--- config.mk ---
export PLATFORM = sky130hd
export DESIGN_NAME = radiotap_field_offset_locator_top
export DESIGN_NICKNAME = d
export VERILOG_FILES = /design/src/rtl/core/rfol_pkg.sv /design/src/rtl/core/rfol_walker.sv /design/src/rtl/core/radiotap_field_offset_locator_top.sv
export SDC_FILE = /design/constraint.sdc
export NUM_CORES = 1
export LEC_CHECK = 0
export BUFFER_PORTS_ARGS = -buffer_cell sky130_fd_sc_hd__buf_2
export CORE_MARGIN = 2
export CORE_UTILIZATION = 40
export DETAILED_ROUTE_END_ITERATION = 8
export PLACE_DENSITY_LB_ADDON = 0.1
export SYNTH_ARGS = -nofsm -noshare
export SYNTH_HDL_FRONTEND = slang
export SYNTH_SLANG_ARGS = --single-unit
--- constraint.sdc ---
create_clock -name clk -period 9.91 [get_ports clk]
set_input_delay 1.4865 -clock clk [delete_from_list [all_inputs] [get_ports clk]]
set_output_delay 1.4865 -clock clk [all_outputs]
set_load 0.02 [all_outputs]
--- src/rtl/core/rfol_pkg.sv ---
package rfol_pkg;

	localparam int WORD_W    = 32;
	localparam int FIELD_W   = 5;
	localparam int OCC_W     = 4;
	localparam int OFF_OUT_W = 12;
	localparam int STATUS_W  = 2;
	// Running offset width; enough for sixteen fully populated words.
	localparam int RUN_W     = 12;
	localparam int EXT_BIT   = 31;
	localparam int WALK_BITS = 31;
	localparam int BIT_W     = 5;
	localparam int S_DATA_W  = 48;
	localparam int M_DATA_W  = 16;

	typedef enum logic [STATUS_W-1:0] {
		STATUS_FOUND     = 2'd0,
		STATUS_NOT_FOUND = 2'd1,
		STATUS_OVERFLOW  = 2'd2
	} status_t;

	typedef struct packed {
		logic start;
		logic load;
		logic step;
	} walk_ctl_t;

	typedef struct packed {
		logic hit;
		logic last_bit;
		logic ext;
	} walk_stat_t;

	// Alignment minus one of each radiotap field; zero for bits without an entry.
	function automatic logic [2:0] fld_mask(input logic [BIT_W-1:0] b);
		logic [2:0] m;
		unique case (b) inside
			5'd0, 5'd22: m = 3'd7;
			5'd20: m = 3'd3;
			5'd3, 5'd4, 5'd7, 5'd8, 5'd9, 5'd14, 5'd15, 5'd21: m = 3'd1;
			default: m = 3'd0;
		endcase
		return m;
	endfunction

	function automatic logic [3:0] fld_size(input logic [BIT_W-1:0] b);
		logic [3:0] s;
		unique case (b) inside
			5'd0, 5'd20: s = 4'd8;
			5'd3: s = 4'd4;
			5'd4, 5'd7, 5'd8, 5'd9, 5'd14, 5'd15: s = 4'd2;
			5'd1, 5'd2, 5'd5, 5'd6, 5'd10, 5'd11, 5'd12, 5'd13, 5'd16, 5'd17: s = 4'd1;
			5'd19: s = 4'd3;
			5'd21, 5'd22: s = 4'd12;
			default: s = 4'd0;
		endcase
		return s;
	endfunction

endpackage

--- src/rtl/core/rfol_walker.sv ---
module rfol_walker
	import rfol_pkg::*;
#(
	parameter int MAX_WORDS = 8
) (
	input  logic                 clk,
	input  logic                 arst_n,
	input  walk_ctl_t            ctl,
	input  logic [WORD_W-1:0]    word,
	input  logic [RUN_W-1:0]     start_off,
	input  logic [FIELD_W-1:0]   target_field,
	input  logic [OCC_W-1:0]     wanted_occurrence,
	output walk_stat_t           stat,
	output logic [RUN_W-1:0]     offset
);

	localparam int SEEN_W = $clog2(MAX_WORDS + 1);
	localparam int CMP_W  = (SEEN_W + 1 > OCC_W) ? SEEN_W + 1 : OCC_W;

	logic [WALK_BITS-1:0] sh_q;
	logic                 ext_q;
	logic [BIT_W-1:0]     bit_q;
	logic [RUN_W-1:0]     off_q;
	logic [SEEN_W-1:0]    seen_q;
	logic [FIELD_W-1:0]   wf_q;
	logic [OCC_W-1:0]     wo_q;

	logic [RUN_W-1:0] mask;
	logic [RUN_W-1:0] padded;
	logic [SEEN_W:0]  seen_nx;
	logic             match;
	logic             hit;

	assign mask    = RUN_W'(fld_mask(bit_q));
	assign padded  = (off_q + mask) & ~mask;
	assign seen_nx = {1'b0, seen_q} + 1'b1;
	assign match   = sh_q[0] && (bit_q == wf_q);
	assign hit     = ctl.step && match && (CMP_W'(seen_nx) == CMP_W'(wo_q));

	assign stat.hit      = hit;
	assign stat.last_bit = (bit_q == BIT_W'(WALK_BITS - 1));
	assign stat.ext      = ext_q;
	assign offset        = off_q;

	always_ff @(posedge clk or negedge arst_n) begin
		if (!arst_n) begin
			bit_q  <= '0;
			seen_q <= '0;
		end else if (ctl.start) begin
			seen_q <= '0;
		end else if (ctl.load) begin
			bit_q <= '0;
		end else if (ctl.step) begin
			bit_q <= bit_q + 1'b1;
			if (match) begin
				seen_q <= seen_nx[SEEN_W-1:0];
			end
		end
	end

	// One presence bit is examined per cycle, lowest bit first.
	always_ff @(posedge clk) begin
		if (ctl.start) begin
			off_q <= start_off;
			wf_q  <= target_field;
			wo_q  <= wanted_occurrence;
		end else if (ctl.load) begin
			sh_q  <= word[WALK_BITS-1:0];
			ext_q <= word[EXT_BIT];
		end else if (ctl.step) begin
			sh_q <= sh_q >> 1;
			if (sh_q[0]) begin
				if (hit) begin
					off_q <= padded;
				end else begin
					off_q <= padded + RUN_W'(fld_size(bit_q));
				end
			end
		end
	end

endmodule

--- src/rtl/core/radiotap_field_offset_locator_top.sv ---
// Radiotap field offset locator.
// Input stream: one transfer per 32-bit presence word of a radiotap header;
// tlast marks the final word, and the wanted field number and occurrence are
// taken from that final transfer. Output stream: one transfer per header with
// the status (found, not found, too many words) and the byte offset of the
// wanted field occurrence, padded to the field's alignment.
// Non-final words are taken one per cycle. After the final word the walker
// examines one presence bit per cycle: each stored word walked passes a load
// state and then steps through its 31 presence bits, and the done state comes
// before the result is offered. The walk stops at the hit or at the end of the chain.
// An overflowed header skips the walk and goes straight to the done state.
// While a header is being walked, tready is low. A finished result sits in
// the output register; further words are taken meanwhile, but the next walk
// result waits, with tready low, until the receiver has taken the previous one.
// Reset clears the word count, the overflow mark, the sequencer and the
// output valid; the word store itself needs no clearing.
module radiotap_field_offset_locator_top
	import rfol_pkg::*;
#(
	parameter int MAX_WORDS   = 8,
	parameter int OFFSET_BITS = 12
) (
	input  logic                clk,
	input  logic                arst_n,
	input  logic                s_tvalid,
	output logic                s_tready,
	// presence_word[31:0], wanted_field[36:32], wanted_occurrence[40:37], zero fill
	input  logic [S_DATA_W-1:0] s_tdata,
	input  logic                s_tlast,
	output logic                m_tvalid,
	input  logic                m_tready,
	// status[1:0], field_offset[13:2], zero fill
	output logic [M_DATA_W-1:0] m_tdata
);

	localparam int CNT_W = $clog2(MAX_WORDS + 1);
	localparam int IDX_W = (MAX_WORDS > 1) ? $clog2(MAX_WORDS) : 1;
	localparam int unsigned OFF_MAX_I = (1 << OFFSET_BITS) - 1;
	localparam logic [16:0] OFF_MAX = 17'(OFF_MAX_I);

	typedef enum logic [3:0] {
		ST_IDLE = 4'b0001,
		ST_LOAD = 4'b0010,
		ST_WALK = 4'b0100,
		ST_DONE = 4'b1000
	} state_t;

	state_t             state_q;
	logic [WORD_W-1:0]  store_q [MAX_WORDS];
	logic [CNT_W-1:0]   count_q;
	logic               ovf_q;
	logic [CNT_W-1:0]   w_q;
	status_t            res_q;
	logic               m_valid_q;
	status_t            m_status_q;
	logic [OFF_OUT_W-1:0] m_off_q;

	walk_ctl_t          wctl;
	walk_stat_t         wstat;
	logic [RUN_W-1:0]   walk_off;
	logic [RUN_W-1:0]   start_off;
	logic               s_acc;
	logic               full;
	logic               out_free;
	logic [16:0]        off_ext;
	logic [16:0]        off_sat;

	assign s_tready = (state_q == ST_IDLE);
	assign s_acc    = s_tvalid && s_tready;
	assign full     = (count_q == CNT_W'(MAX_WORDS));
	assign out_free = !m_valid_q || m_tready;
	// Header length plus one presence word: 4 * (count + 1) + 4.
	assign start_off = (RUN_W'(count_q) << 2) + RUN_W'(8);

	assign wctl.start = s_acc && s_tlast && !ovf_q && !full;
	assign wctl.load  = (state_q == ST_LOAD);
	assign wctl.step  = (state_q == ST_WALK);

	assign off_ext = 17'(walk_off);
	assign off_sat = (off_ext > OFF_MAX) ? OFF_MAX : off_ext;

	rfol_walker #(
		.MAX_WORDS(MAX_WORDS)
	) u_walker (
		.clk              (clk),
		.arst_n           (arst_n),
		.ctl              (wctl),
		.word             (store_q[w_q[IDX_W-1:0]]),
		.start_off        (start_off),
		.target_field     (s_tdata[36:32]),
		.wanted_occurrence(s_tdata[40:37]),
		.stat             (wstat),
		.offset           (walk_off)
	);

	always_ff @(posedge clk) begin
		if (s_acc && !full) begin
			store_q[count_q[IDX_W-1:0]] <= s_tdata[WORD_W-1:0];
		end
	end

	always_ff @(posedge clk or negedge arst_n) begin
		if (!arst_n) begin
			state_q   <= ST_IDLE;
			count_q   <= '0;
			ovf_q     <= 1'b0;
			w_q       <= '0;
			res_q     <= STATUS_NOT_FOUND;
		end else begin
			unique case (state_q)
				ST_IDLE: begin
					if (s_acc) begin
						if (full) begin
							ovf_q <= 1'b1;
						end else begin
							count_q <= count_q + 1'b1;
						end
						if (s_tlast) begin
							w_q <= '0;
							if (ovf_q || full) begin
								res_q   <= STATUS_OVERFLOW;
								state_q <= ST_DONE;
							end else begin
								state_q <= ST_LOAD;
							end
						end
					end
				end
				ST_LOAD: begin
					state_q <= ST_WALK;
				end
				ST_WALK: begin
					if (wstat.hit) begin
						res_q   <= STATUS_FOUND;
						state_q <= ST_DONE;
					end else if (wstat.last_bit) begin
						// The chain ends at a word without the extension bit
						// or at the last stored word.
						if (!wstat.ext || (w_q + 1'b1 == count_q)) begin
							res_q   <= STATUS_NOT_FOUND;
							state_q <= ST_DONE;
						end else begin
							w_q     <= w_q + 1'b1;
							state_q <= ST_LOAD;
						end
					end
				end
				ST_DONE: begin
					if (out_free) begin
						count_q   <= '0;
						ovf_q     <= 1'b0;
						state_q   <= ST_IDLE;
					end
				end
				default: begin
					state_q <= ST_IDLE;
				end
			endcase
		end
	end

	always_ff @(posedge clk or negedge arst_n) begin
		if (!arst_n) begin
			m_valid_q <= 1'b0;
		end else if (state_q == ST_DONE && out_free) begin
			m_valid_q <= 1'b1;
		end else if (m_tready) begin
			m_valid_q <= 1'b0;
		end
	end

	always_ff @(posedge clk) begin
		if (state_q == ST_DONE && out_free) begin
			m_status_q <= res_q;
			m_off_q    <= (res_q == STATUS_FOUND) ? off_sat[OFF_OUT_W-1:0] : '0;
		end
	end

	assign m_tvalid = m_valid_q;
	assign m_tdata  = {2'b00, m_off_q, m_status_q};

endmodule

==> results of run 1 <==
[state kept, by name, indices dropped and copies added, names as in the netlist]
| name | flops |
|---|---|
| store_q | 256 |
| u_walker.sh_q | 31 |
| m_off_q | 12 |
| u_walker.offset | 12 |
| u_walker.bit_q | 5 |
| u_walker.wf_q | 5 |
| count_q | 4 |
| state_q | 4 |
| u_walker.seen_q | 4 |
| u_walker.wo_q | 4 |
| w_q | 4 |
| m_status_q | 2 |
| res_q | 2 |
| m_tvalid | 1 |
| ovf_q | 1 |
| u_walker.ext_q | 1 |
[final timing paths]
path,slack (ns),depth (start not counted),endpoint
worst max-delay path,5.45,17,u_walker.offset[6]
worst min-delay path,0.50,1,w_q[3]
worst max register to register,5.45,17,u_walker.offset[6]
worst min register to register,0.50,1,w_q[3]
max in group asynchronous,8.46,1,w_q[0]
min in group asynchronous,0.97,1,u_walker.seen_q[2]
[power by group]
part	switching [W]	total [W]	internal [W]
clock	0.000568	0.00142	0.000854
combinational	0.000467	0.000784	0.000317
sequential	0.0000834	0.00190	0.00181
[per-stage QoR]
stage	hold WS (ns)	cells	util, %	power (W)	area [µm²]
2_1_floorplan	0.464	871	-	0.00249	14600
3_3_place_gp	0.494	1374	42.5	0.00272	15500
3_5_place_dp	0.491	1374	42.5	0.00273	15500
4_1_cts	0.502	1440	46.0	0.00416	16700
5_1_grt	0.521	1440	46.0	0.00432	16700
6_report	0.499	1442	46.0	0.00410	16700
[layout make-up]
class,instances,area [µm²],area share [%]
multi-input combinational,462,4050,24.2
clock inverter,20,253,1.51
tap,468,586,3.50
clock buffer,46,1000,6.00
antenna,2,5.00,0.0299
timing repair buffer,75,410,2.45
inverter,21,78.8,0.472
sequential,348,10300,61.8
[metal layers]
layer  wire length [µm]  vias to the layer above
met5                 30                        -
met4                485                        4
met3               1450                       49
met2              14400                      142
met1              13200                     3814
li1                   -                     3522
[cells in the final DEF, fill, tap and decap left out, types with 17 or more instances in the layout]
master,count
a21oi_1,53
buf_2,61
clkbuf_16,39
dfrtp_1,20
edfxtp_1,323
ha_1,19
inv_1,20
mux2i_1,33
mux4_2,64
nand2_1,38
nor2_1,70
o21ai_0,17
xnor2_1,22
[cells by family (layout without fill, tap and decap cells)]
group | after synthesis | count (layout)
other cells | 1 | 4
mux | 99 | 99
flops | 348 | 348
xor+xnor | 36 | 36
fa+ha+maj | 21 | 21
simple gates | 202 | 202
buf+inv | 61 | 162
compound gates | 102 | 102
==> impl_metrics.csv, run 1 <==
group,metric,value,unit
yosys,netlist_area,14600,µm²
yosys,synth_area_leader_cell,"edfxtp_1",
detailed_routing,drt_wl_total,29.5,mm
layout,drive_above_1_share,23.5,%
global_route,met2_usage,27.0,%
clocking,cts_tree,"done",
detailed_routing,drt.antenna.violating_nets,0,
floorplan,die_w,195,µm
yosys,synthMuxAreaShare,12.3,%
yosys,ys_warn_count,0,
clocking,cts_buffers,39,
worst_setup_path,arrival,4.69,ns
global_route,met1_usage,21.2,%
yosys,synth_cell_type_count,65,
yosys,avgSynthCellArea,16.8,µm²
worst_setup_path,startpoint,"u_walker.bit_q[0]",
clocking,h-tree-depth,2,
global_route,top_usage_layer,"met2",
power_and_ir_drop,p_per_area,245,nW/µm²
yosys,synthArstFlopShare,7.18,%
detailed_routing,dr.pass1.iters,5,
yosys,synth.most_common_cell,"edfxtp_1",
worst_setup_path,path_max_fanout,7,
clocking,clk-insertion-delay-late,0.54,ns
place,numPortBuffers,61,
place,place.gp.congestion,0.782,
clocking,clock-sinks,348,
yosys,ys_seq_elements,348,
worst_setup_path,slowest_stage,"dfrtp_1",
yosys,synthTopCellsByArea,"edfxtp_1, mux4_2, dfrtp_1",
worst_setup_path,timing.critical_path.buf_inv,2,
layout,fill_cells,3126,
yosys,synth_top_family_by_area,"multiplexers",
floorplan,row_count,70,
clocking,clockBufferDepth,3,
yosys,synth_top_area_share,66.3,%
worst_setup_path,end_kind,"flop",
worst_setup_path,crit_required,10.13,ns
worst_setup_path,startpoint_type,"flop",
clocking,cts_hold_buf,0,
run,cap_violations,0,
detailed_routing,via_count,7531,
clocking,clk_pin_slew_worst_paths,0.06,ns
global_route,gr-total-overflow,0,
floorplan,die_area,38100,µm²
floorplan,core_area,36300,µm²
timing,hold_violations,0,
timing,worst_slew_pin_slew,0.905,ns
timing,fin_tns_setup,0,ns
global_route,track_usage,16.0,%
floorplan,die_h,195,µm
yosys,synth_common_cells,"edfxtp_1, nor2_1, mux4_2, a21oi_1, nand2_1",
worst_setup_path,slowest_delay,0.47,ns
timing,max_freq,224,MHz
timing,finalSetupViolations,0,
timing,skew,0.0186,ns
power_and_ir_drop,leakage,5.55,nW
timing,rsz0062_at_grt,"no",
clocking,cts-root-buf,"clkbuf_16",
place,dp_hpwl,16.0,mm
layout,layout.nets,1021,
layout,syn_to_final_growth,14.3,%
min_path,hold_path_class,"flop to flop",
run_status,status,"complete, no violations",
timing,max_slew_margin,39.6,%
power_and_ir_drop,vdd_drop_max,0.148,mV
clocking,postCtsSetupBuffers,0,
yosys,synthCells,870,
detailed_routing,initialDrtViolationCount,376,
detailed_routing,drc,0,
yosys,synthFlopType,"edfxtp_1",
global_route,grt_pass1_vias,7882,
worst_setup_path,cp_cell_sequence,"inv_1 > ha_1 > or2_2 > a31o_2 > nor3_1 > nand2b_1 > fa_1 > nor2_1 > inv_1 > fa_1 > nor2b_1 > o21ai_0 > nand2b_1 > o31a_1 > and4b_1 > xnor2_1 > o21ai_0",
yosys,synth_fa_ha_area_share,1.90,%
worst_setup_path,path_class,"flop to flop",
global_route,antenna_found_initial,4,
min_path,min_from,"w_q[3]",
floorplan,io_pins,71,
yosys,synthSimpleGateAreaFrac,7.17,%
yosys,synth_edf_count,323,
global_route,grt_pass1_wl,46.2,mm
global_route,met3_usage,3.56,%
timing,period_minus_slack,4.46,ns
timing,drv_slew,0,
worst_setup_path,critPathTopFamily,"simple AND/OR/NAND/NOR gates",
yosys,yosysSeqAreaShare,70.6,%
timing,finalCritPeriodShare,45.0,%
global_route,grt_max_degree,65,
detailed_routing,drt-wirelength-per-cell,20.5,µm
timing,fin_ws,5.45,ns
detailed_routing,avgViaCountPerCell,5.22,
yosys,synth-xor-area-share,2.16,%
yosys,synth_compound_area_share,4.07,%
floorplan,initial_core_util,40.2,%
worst_setup_path,timing.rr.start,"u_walker.bit_q[0]",
place,dpl_worst_slack,5.45,ns
clocking,ctsResizeCount,0,
No activity file was read; power rests on OpenSTA's default activity.
==> run 2: changes to the inputs <==
clock period = 3.65 ns   (was 9.91 ns; I/O delays follow)
==> impl_metrics.csv, run 2 (synthesis results as in run 1) <==
group,metric,value,unit
power_and_ir_drop,pwr-share-seq,45.0,%
worst_setup_path,crit_required,3.95,ns
timing,rsz0062_at_grt,"yes",
floorplan,core_area,36300,µm²
power_and_ir_drop,vdd_drop_max,0.349,mV
timing,fin_ws,0.0270,ns
detailed_routing,initialDrtViolationCount,287,
place,placedCellCount,1416,
layout,fill_cells,3142,
clocking,clockBufferDepth,3,
floorplan,die_area,38100,µm²
floorplan,row_count,70,
worst_setup_path,path_class,"flop to flop",
clocking,cts_hold_buf,0,
timing,skew,0.0182,ns
detailed_routing,drc,0,
place,place.gp.congestion,0.793,
floorplan,die_h,195,µm
timing,finalSetupViolations,0,
floorplan,io_pins,71,
worst_setup_path,startpoint_type,"flop",
timing,max_slew_margin,31.3,%
layout,final_cell_mix,"edfxtp_1, nor2_1, mux4_2",
layout,layout_commonest_cell,"edfxtp_1",
detailed_routing,via_count,7702,
place,numPortBuffers,61,
timing,worst_slew_pin_slew,1.03,ns
detailed_routing,drt.antenna.violating_nets,0,
power_and_ir_drop,power.share.clock,32.3,%
power_and_ir_drop,leakage,5.79,nW
timing,drv_slew,0,
global_route,grt_max_degree,66,
clocking,cts-root-buf,"clkbuf_16",
worst_setup_path,path_max_fanout,5,
layout,layout.nets,1068,
global_route,grt_pass1_wl,46.8,mm
worst_setup_path,arrival,3.92,ns
layout,largest_reg_flops,256,
timing,finalCritPeriodShare,99.3,%
clocking,cts_tree,"done",
clocking,h-tree-depth,2,
min_path,hold_path_class,"primary input to async pin",
clocking,clk_pin_slew_worst_paths,0.06,ns
timing,fin_hold_ws,0.0315,ns
detailed_routing,drt_wl_total,29.9,mm
layout,drive_above_1_share,29.5,%
power_and_ir_drop,p_per_area,662,nW/µm²
power_and_ir_drop,intPower,0.00826,W
run_status,status,"complete, no violations",
layout,layout.cells.non_filler,1489,
detailed_routing,drt-wirelength-per-cell,20.1,µm
place,dp_hpwl,17.5,mm
place,dpl_worst_slack,-0.135,ns
worst_setup_path,end_kind,"flop",
floorplan,die_w,195,µm
timing,hold_violations,0,
layout,syn_to_final_growth,18.0,%
global_route,grt_pass1_vias,8104,
timing,fin_tns_setup,0,ns
clocking,cts_buffers,39,
timing,period_minus_slack,3.62,ns
timing,max_freq,276,MHz
clocking,clk-insertion-delay-late,0.55,ns
global_route,antenna_found_initial,4,
run,cap_violations,0,
detailed_routing,dr.pass1.iters,4,
detailed_routing,avgViaCountPerCell,5.17,
global_route,gr-total-overflow,0,
power_and_ir_drop,switching_power,0.00317,W
power_and_ir_drop,switching_share,27.7,%
clocking,clock-sinks,348,
floorplan,initial_core_util,40.2,%
global_route,track_usage,16.2,%
power_and_ir_drop,pwr-share-comb,22.7,%
==> run 2: cell count changes in the layout (fill, tap and decap cells not counted), moves of 3 or more <==
| cell | before | now |
|---|---|---|
| a21oi_1 | 53 | 50 |
| buf_12 | 0 | 6 |
| buf_4 | 14 | 55 |
| bufinv_16 | 5 | 2 |
| clkinv_2 | 6 | 9 |
| ha_1 | 19 | 13 |
| ha_4 | 0 | 5 |
==> run 2: worst max-delay path, cell delays in order, from the launching register on <==
cell	delay, ns
dfrtp_2	0.46
ha_4	0.17
and3_4	0.18
ha_4	0.15
a31o_4	0.21
nor3_4	0.13
nand2b_4	0.15
fa_1	0.42
nor2_2	0.11
inv_1	0.06
fa_2	0.34
nor2b_1	0.12
o21ai_1	0.06
nand2b_1	0.07
o31a_1	0.18
and4b_2	0.33
nand4_1	0.09
nor3b_2	0.16
==> run 2: what timing repair did <==
item	CTS	global route
setup endpoints to repair	7	7
buffers inserted	3	2
pin swaps	21	12
cloned	0	0
endpoints found under the hold margin	0	0
gates resized for setup	18	5
==> run 2: per-stage QoR <==
step	util, %	area [µm²]	total power (W)
after CTS	47.3	17200	0.0115
final	47.5	17200	0.0114
after global routing	47.4	17200	0.0120
after floorplan	-	14700	0.00681
after detailed placement	43.7	15900	0.00772
after global placement	43.7	15900	0.00770
==> run 2: layout make-up <==
| type | instances | area [µm²] | share of cell area, % |
|---|---|---|---|
| antenna | 2 | 5.00 | 0.0290 |
| sequential | 348 | 10300 | 59.9 |
| multi-input combinational | 462 | 4200 | 24.4 |
| clock inverter | 21 | 194 | 1.12 |
| timing repair buffer | 122 | 838 | 4.86 |
| clock buffer | 45 | 1010 | 5.85 |
| tap | 468 | 586 | 3.39 |
| inverter | 21 | 78.8 | 0.457 |
==> run 2: routing by layer <==
metal  GRT usage, %  vias up  part of all wire, %
met3           3.28       53                  4.0
met5              0        -                0.080
met4           5.65        4                  2.4
met1           20.8     3885                   44
li1               -     3627                    -
met2           27.6      133                   49
==> run 2: power groups by stage <==
| stage | registers (W) | logic [W] | clock network, W |
|---|---|---|---|
| 2_1_floorplan | 0.00515 | 0.00166 | 0 |
| 3_3_place_gp | 0.00522 | 0.00248 | 0 |
| 3_5_place_dp | 0.00523 | 0.00249 | 0 |
| 4_1_cts | 0.00515 | 0.00259 | 0.00381 |
| 5_1_grt | 0.00519 | 0.00289 | 0.00396 |
| 6_report | 0.00515 | 0.00259 | 0.00369 |
==> run 2: worst paths after layout <==
| kind | from | end | slack (ns) | cells past startpoint |
|---|---|---|---|---|
| max | u_walker.bit_q[0] | u_walker.offset[10] | 0.03 | 17 |
| min | arst_n | u_walker.bit_q[3] | 0.03 | 1 |
| max reg2reg | u_walker.bit_q[0] | u_walker.offset[10] | 0.03 | 17 |
| min reg2reg | w_q[3] | w_q[3] | 0.50 | 1 |
| max in group asynchronous | arst_n | w_q[0] | 3.13 | 1 |
| min in group clk | s_tdata[33] | u_walker.wf_q[1] | 0.18 | 1 |
